### src/sv/fat_dew_pkg.sv
// shared types and constants of the fat directory entry walker
`default_nettype none
package fat_dew_pkg;

  localparam int unsigned SlotBytes = 32;
  localparam int unsigned ByteW = 8;
  localparam int unsigned UnitW = 16;
  localparam int unsigned ChunkW = 64;
  localparam int unsigned UnitsPerMember = 13;
  localparam int unsigned ScanW = 9;
  localparam int unsigned RunW = 5;
  localparam int unsigned LongNameMax = 255;

  localparam logic [7:0] B0Terminator = 8'h00;
  localparam logic [7:0] B0Deleted = 8'hE5;
  localparam logic [7:0] B0Kanji = 8'h05;
  localparam logic [7:0] OrdMask = 8'h3F;
  localparam logic [7:0] LnAttr = 8'h0F;
  localparam logic [7:0] LastFlag = 8'h40;
  localparam logic [7:0] VolBit = 8'h08;
  localparam logic [7:0] CharSpace = 8'h20;
  localparam logic [7:0] CharDot = 8'h2E;
  localparam logic [15:0] UnitPad = 16'hFFFF;

  // commands from the controller to the datapath
  typedef struct packed {
    logic take_byte;
    logic restart;
    logic set_done;
    logic pos_clear;
    logic run_clear;
    logic run_start;
    logic slot_inc;
    logic wr_init;
    logic wr_unit;
    logic scan_init;
    logic scan_adv;
    logic long_init;
    logic short_init;
    logic acc_unit;
    logic load_end;
    logic load_long;
    logic load_short;
  } cmd_t;

  // status from the datapath to the controller
  typedef struct packed {
    logic b0_zero;
    logic b0_deleted;
    logic is_ln;
    logic ord_bad;
    logic last_flag;
    logic chk_match;
    logic run_active;
    logic is_vol;
    logic sum_match;
    logic done;
    logic pos_last;
    logic wr_last;
    logic at_max;
    logic addr_at_top;
    logic addr_zero;
    logic unit_term;
    logic acc_full;
    logic long_last;
    logic short_last;
    logic out_free;
  } status_t;

endpackage
`default_nettype wire

### src/sv/fat_dew_ctrl.sv
// walker controller state machine
`default_nettype none
module fat_dew_ctrl (
  input  wire logic                 clk_i,
  input  wire logic                 rst_ni,
  input  wire logic                 in_valid_i,
  input  wire logic                 directory_start_i,
  input  wire logic                 chain_end_i,
  output logic                      in_ready_o,
  input  wire fat_dew_pkg::status_t status_i,
  output fat_dew_pkg::cmd_t         cmd_o
);

  typedef enum logic [3:0] {
    StIdle, StProc, StWrite, StScanWait, StScanChk,
    StLongWait, StLongAcc, StLongLoad, StShortLoad, StEnd
  } state_e;

  state_e state_q, state_d;

  assign in_ready_o = state_q == StIdle;

  // next state and datapath commands
  always_comb begin
    logic fin_scan;
    state_d = state_q;
    cmd_o = '0;
    fin_scan = 1'b0;
    unique case (state_q)
      StIdle: begin
        if (in_valid_i) begin
          if (directory_start_i) begin
            cmd_o.restart = 1'b1;
            cmd_o.run_clear = 1'b1;
          end
          if (!(status_i.done && !directory_start_i)) begin
            if (chain_end_i) begin
              cmd_o.set_done = 1'b1;
              cmd_o.run_clear = 1'b1;
              cmd_o.pos_clear = 1'b1;
              state_d = StEnd;
            end else begin
              cmd_o.take_byte = 1'b1;
              if (status_i.pos_last && !directory_start_i) begin
                state_d = StProc;
              end
            end
          end
        end
      end
      StProc: begin
        priority if (status_i.b0_zero) begin
          cmd_o.set_done = 1'b1;
          cmd_o.run_clear = 1'b1;
          state_d = StEnd;
        end else if (status_i.b0_deleted) begin
          cmd_o.run_clear = 1'b1;
          cmd_o.slot_inc = 1'b1;
          state_d = StIdle;
        end else if (status_i.is_ln) begin
          priority if (status_i.ord_bad) begin
            cmd_o.run_clear = 1'b1;
            cmd_o.slot_inc = 1'b1;
            state_d = StIdle;
          end else if (status_i.last_flag) begin
            cmd_o.run_start = 1'b1;
            cmd_o.wr_init = 1'b1;
            state_d = StWrite;
          end else if (!status_i.run_active || !status_i.chk_match) begin
            cmd_o.run_clear = 1'b1;
            cmd_o.slot_inc = 1'b1;
            state_d = StIdle;
          end else begin
            cmd_o.wr_init = 1'b1;
            state_d = StWrite;
          end
        end else if (status_i.is_vol) begin
          cmd_o.run_clear = 1'b1;
          cmd_o.slot_inc = 1'b1;
          state_d = StIdle;
        end else if (status_i.run_active && status_i.sum_match) begin
          cmd_o.scan_init = 1'b1;
          state_d = StScanWait;
        end else begin
          cmd_o.short_init = 1'b1;
          state_d = StShortLoad;
        end
      end
      StWrite: begin
        cmd_o.wr_unit = 1'b1;
        if (status_i.wr_last) begin
          cmd_o.slot_inc = 1'b1;
          state_d = StIdle;
        end
      end
      StScanWait: begin
        if (status_i.at_max) begin
          fin_scan = 1'b1;
        end else begin
          state_d = StScanChk;
        end
      end
      StScanChk: begin
        priority if (status_i.unit_term) begin
          fin_scan = 1'b1;
        end else if (status_i.addr_at_top) begin
          cmd_o.short_init = 1'b1;
          state_d = StShortLoad;
        end else begin
          cmd_o.scan_adv = 1'b1;
          state_d = StScanWait;
        end
      end
      StLongWait: begin
        state_d = StLongAcc;
      end
      StLongAcc: begin
        cmd_o.acc_unit = 1'b1;
        state_d = status_i.acc_full ? StLongLoad : StLongWait;
      end
      StLongLoad: begin
        if (status_i.out_free) begin
          cmd_o.load_long = 1'b1;
          if (status_i.long_last) begin
            cmd_o.run_clear = 1'b1;
            cmd_o.slot_inc = 1'b1;
            state_d = StIdle;
          end else begin
            state_d = StLongWait;
          end
        end
      end
      StShortLoad: begin
        if (status_i.out_free) begin
          cmd_o.load_short = 1'b1;
          if (status_i.short_last) begin
            cmd_o.run_clear = 1'b1;
            cmd_o.slot_inc = 1'b1;
            state_d = StIdle;
          end
        end
      end
      StEnd: begin
        if (status_i.out_free) begin
          cmd_o.load_end = 1'b1;
          state_d = StIdle;
        end
      end
      default: state_d = StIdle;
    endcase
    // scan finished: empty name falls back to the 8.3 name
    if (fin_scan) begin
      if (status_i.addr_zero) begin
        cmd_o.short_init = 1'b1;
        state_d = StShortLoad;
      end else begin
        cmd_o.long_init = 1'b1;
        state_d = StLongWait;
      end
    end
  end

  // state register
  always_ff @(posedge clk_i or negedge rst_ni) begin
    if (!rst_ni) begin
      state_q <= StIdle;
    end else begin
      state_q <= state_d;
    end
  end

endmodule
`default_nettype wire

### config.mk
export PLATFORM = sky130hd
export DESIGN_NAME = fat_dew_ctrl
export DESIGN_NICKNAME = d
export VERILOG_FILES = /design/src/sv/fat_dew_pkg.sv /design/src/sv/fat_dew_ctrl.sv
export SDC_FILE = /design/constraint.sdc
export NUM_CORES = 1
export LEC_CHECK = 0
export BUFFER_PORTS_ARGS = -buffer_cell sky130_fd_sc_hd__buf_2
export CAP_MARGIN = 20
export CORE_UTILIZATION = 45
export CTS_CLUSTER_DIAMETER = 100
export DETAILED_ROUTE_END_ITERATION = 12
export PLACE_DENSITY_LB_ADDON = 0.05
export SKIP_CTS_REPAIR_TIMING = 1
export SYNTH_ARGS = -nofsm -noshare
export SYNTH_HDL_FRONTEND = slang
export SYNTH_SLANG_ARGS = --single-unit
### constraint.sdc
create_clock -name clk_i -period 5.7 [get_ports clk_i]
set_clock_uncertainty 0.1 [all_clocks]
set_input_delay 1.71 -clock clk_i [delete_from_list [all_inputs] [get_ports clk_i]]
set_output_delay 1.71 -clock clk_i [all_outputs]
set_load 0.02 [all_outputs]
; After elaboration in Yosys (flattened, before gate mapping)
; Cells that the tools add are included.
[totals]
ff_bits = 4
input_bits = 25
out_inout_bits = 18
word_cells = 119
[classes]
n_eq_ne = 19
n_mux = 90
reduce_logical = 9
[op_table]
columns = op, count
row1 = 2-to-1 mux 4 bit, 21
row2 = 2-to-1 mux 1 bit, 54
row3 = case mux 4 bit (10 select lines), 1
row4 = "inequality test 3 bit, second input constant", 7
row5 = "== test 4 x 3 -> 1 bit, second input constant", 4
row6 = 2-to-1 mux 3 bit, 4
row7 = AND reduction 10 bit, 1
row8 = "== test 4 x 2 -> 1 bit, second input constant", 2
row9 = "== test 4 bit, second input constant", 2
row10 = 2-to-1 mux 2 bit, 4
row11 = case mux 1 bit (4 select lines), 2
row12 = "inequality test 3 x 2 -> 1 bit, second input constant", 2
row13 = case mux 1 bit (2 select lines), 3
row14 = 2-to-1 mux 5 bit, 1
row15 = "== test 4 x 1 -> 1 bit, second input constant", 1
row16 = zero test 4 bit, 1
row17 = "inequality test 4 x 2 -> 1 bit, second input constant", 1
row18 = logical AND 1 bit, 3
row19 = zero test 1 bit, 3
row20 = logical OR 1 bit, 1

; Depth between registers and ports, before layout
[logic_depth]
ltp_word = 10
mapped_depth = 6
ltp_nobuf = 4

; Least setup slack after synthesis
; No wires, ideal clock.
[synth_timing]
path_kind = input port to output port
from = input status_i[0] (netlist bit)
to = output cmd_o[2] (netlist bit)
arrival_time_ps = 2634
required_time_ps = 3890
setup_slack_ps = 1256
path_stages = 3
n_path_buf = 0
path_cell_list = inv_1 or3_1 nor3b_1
[synth_rtl]
columns = item, line_no
row1 = from (decl), fat_dew_ctrl.sv:10  ; input wire fat_dew_pkg::status_t status_i,
row2 = to (decl), fat_dew_ctrl.sv:11  ; output fat_dew_pkg::cmd_t cmd_o

==> results.sh <==
export IMPL_status="complete, no violations"
export IMPL_synth_compound_area_share_pct=33.6
export IMPL_h_tree_depth=1
export IMPL_hold_end="state_q[0]$_DFFE_PN0P_"
export IMPL_crit_path_start="status_i[11]"
export IMPL_synth_area_per_cell_um2=7.60
export IMPL_grt_max_degree=21
export IMPL_critPathTopFamily="compound AO/OA/AOI/OAI gates"
export IMPL_synth_flop_cell="dfrtp_1"
export IMPL_wl_met1_um=873
export IMPL_viasPerCell=6.19
export IMPL_dr_pass1_iters=4
export IMPL_finalWeightedCongestion=0.928
export IMPL_gr_total_overflow=0
export IMPL_end_kind="primary output"
export IMPL_final_cells=146
export IMPL_ff2ff_setup_slack_ns=3.67
export IMPL_synth_top_family_by_area="simple AND/OR/NAND/NOR gates"
export IMPL_numClockSinks=4
export IMPL_final_common_cell="buf_2"
export IMPL_portBuffers=42
export IMPL_setup_worst_path_start_class="primary input"
export IMPL_grt_pass1_wl_um=2680
export IMPL_rsz0062_at_grt="no"
export IMPL_clock_root_buffer="clkbuf_4"
export IMPL_critPathMaxStageDelay_ns=0.63
export IMPL_route_top_layer_used="met4"
export IMPL_cts_tree="yes"
export IMPL_drive_above_1_share_pct=40.5
export IMPL_synthAdderAreaFrac_pct=0
export IMPL_hp_start="state_q[0]$_DFFE_PN0P_"
export IMPL_dr_wl_met3_um=173
export IMPL_p_per_area_mw_per_mm2=399
export IMPL_fin_crit_ns=4.68
export IMPL_rows=13
export IMPL_final_hold_viol_count=0
export IMPL_maxSlewHeadroom_pct=53.2
export IMPL_p_leak_nw=0.474
export IMPL_muxShareOfSynthArea_pct=3.80
export IMPL_hold_path_depth=1
export IMPL_nNetsFinal=158
export IMPL_setup_viol=0
export IMPL_hold_path_class="register to register"
export IMPL_r2r_start="state_q[1]$_DFFE_PN0P_"
export IMPL_worstSetupPathType="primary input to primary output"
export IMPL_fillCellCount=130
export IMPL_clockBufferDepth=2
export IMPL_synthDistinctLibCells=44
export IMPL_hpwl_um=1560
export IMPL_track_usage_pct=23.7
export IMPL_r2r_cells=4
export IMPL_antenna_left=0
export IMPL_irDropWorstVdd_mv=0.229
export IMPL_cts_buffers=3
export IMPL_wl_um=1970
export IMPL_path_cells="buf_2, a2111oi_0, a221o_1, buf_2"
export IMPL_worstSkewPairLatency_ns=0.25
export IMPL_cp_common_cell="buf_2"
export IMPL_synth_async_reset_ratio_pct=100
export IMPL_drv_cap=0
export IMPL_syn_area_um2=692
export IMPL_cp_arrival_ns=2.87
export IMPL_synthXorXnorAreaFrac_pct=0
export IMPL_largest_reg_flops=4
export IMPL_synth_edf_count=0
export IMPL_die_w_um=41.2
export IMPL_crit_slowest_cell="a2111oi_0"
export IMPL_crit_buf_inv=2
export IMPL_synth_fp_nets=116
export IMPL_top_regs="state_q (4)"
export IMPL_largest_register="state_q"
export IMPL_coreArea_mm2=0.00137
export IMPL_drt_iter0_drc=16
export IMPL_synth_simple_area_share_pct=42.5
export IMPL_slew_violations=0
export IMPL_utilization_pct=67.3
export IMPL_worst_slew_pin_slew_ns=0.685
export IMPL_wl_per_cell_um=13.5
export IMPL_die_h_um=41.2
export IMPL_r2r_end="state_q[3]$_DFFE_PN0P_"
export IMPL_antenna_found_initial=0
export IMPL_synth_warning_count=0
export IMPL_area_growth_pct=32.9
export IMPL_crit_required_ns=3.89
export IMPL_ys_seq_area_share_pct=14.5
export IMPL_die_area_mm2=0.00170
export IMPL_tns_ns=0
export IMPL_fin_crit_sh_pct=82.0
export IMPL_clk_pin_slew_ns=0.03
export IMPL_grt_pass1_vias=614
export IMPL_final_cell_mix="42 x buf_2, 5 x nand2b_1, 5 x nor2_1, 5 x nand2_1"
export IMPL_drc=0
export IMPL_wl_met2_um=884
export IMPL_vias=904
export IMPL_start_util_pct=50.6
export IMPL_ioPinCount=43
export IMPL_fmax_ghz=0.214
export IMPL_ys_ff_latch=4
export IMPL_synth_cells=91
export IMPL_cp_max_fo=2
export IMPL_placed_cells=143
export IMPL_num_antenna_cells=0
## routing by layer
metal	global-route usage (%)	up-vias
met1	33.2	400
met3	3.80	5
li1	-	446
met4	7.26	0
met2	36.7	53
met5	0	-
## synth_stat cells, types with 3 or more instances
cell type | count | area share, %
buf_2 | 4 | 2.9
inv_1 | 4 | 2.2
nand2_1 | 5 | 2.7
nor2_1 | 5 | 2.7
nand2b_1 | 5 | 4.5
a21oi_1 | 4 | 2.9
nand3_1 | 4 | 2.9
a21o_1 | 4 | 4.3
a221o_1 | 3 | 4.3
dfrtp_1 | 4 | 14
nor2b_1 | 3 | 2.7
and3_1 | 4 | 3.6
nor3_1 | 3 | 2.2
nand4b_1 | 3 | 3.8
## report_power, final
part           switching [mW]  internal, mW
Clock                  0.0137        0.0237
Combinational           0.135         0.112
Sequential             0.0431        0.0390
Total                   0.192         0.175
## worst max path at each step
stage                to  slack, ns  cells past startpoint
2_1_floorplan  cmd_o[2]       1.26                      3
3_3_place_gp   cmd_o[4]       1.15                      4
3_5_place_dp   cmd_o[4]       1.03                      4
4_1_cts        cmd_o[4]       1.03                      4
5_1_grt        cmd_o[4]       0.92                      4
6_report       cmd_o[4]       1.02                      4
## worst reg2reg max path, stage by stage (launching register included)
cell and delay, ns:
dfrtp_1 0.55, or2_2 0.43, nor3_2 0.33, a221oi_2 0.18, a221o_1 0.33
## layout make-up
| cell class | count | area, um2 | share of cell area [%] |
|---|---|---|---|
| multi-input combinational | 78 | 553 | 60.1 |
| sequential | 4 | 100 | 10.9 |
| tap | 15 | 18.8 | 2.04 |
| timing repair buffer | 42 | 210 | 22.9 |
| inverter | 4 | 15.0 | 1.63 |
| clock buffer | 3 | 22.5 | 2.45 |
## logic make-up (layout without fill, tap and decap cells)
kind of cell           count (synthesis)  after routing
and+or+nand+nor                       47             47
AOI/OAI and AO/OA                     29             29
buffers and inverters                  9             49
DFF                                    4              4
muxes                                  2              2
## stage by stage
stage | power [mW] | instance area [um2] | hold WS, ns | setup WS (ns)
finish | 0.367 | 920 | 0.720 | 1.02
global placement | 0.326 | 897 | 0.730 | 1.15
detailed placement | 0.328 | 897 | 0.726 | 1.03
global route | 0.399 | 920 | 0.780 | 0.917
CTS | 0.366 | 920 | 0.719 | 1.03
floorplan | 0.265 | 692 | 0.513 | 1.26
(Power assumes the default switching activity.)
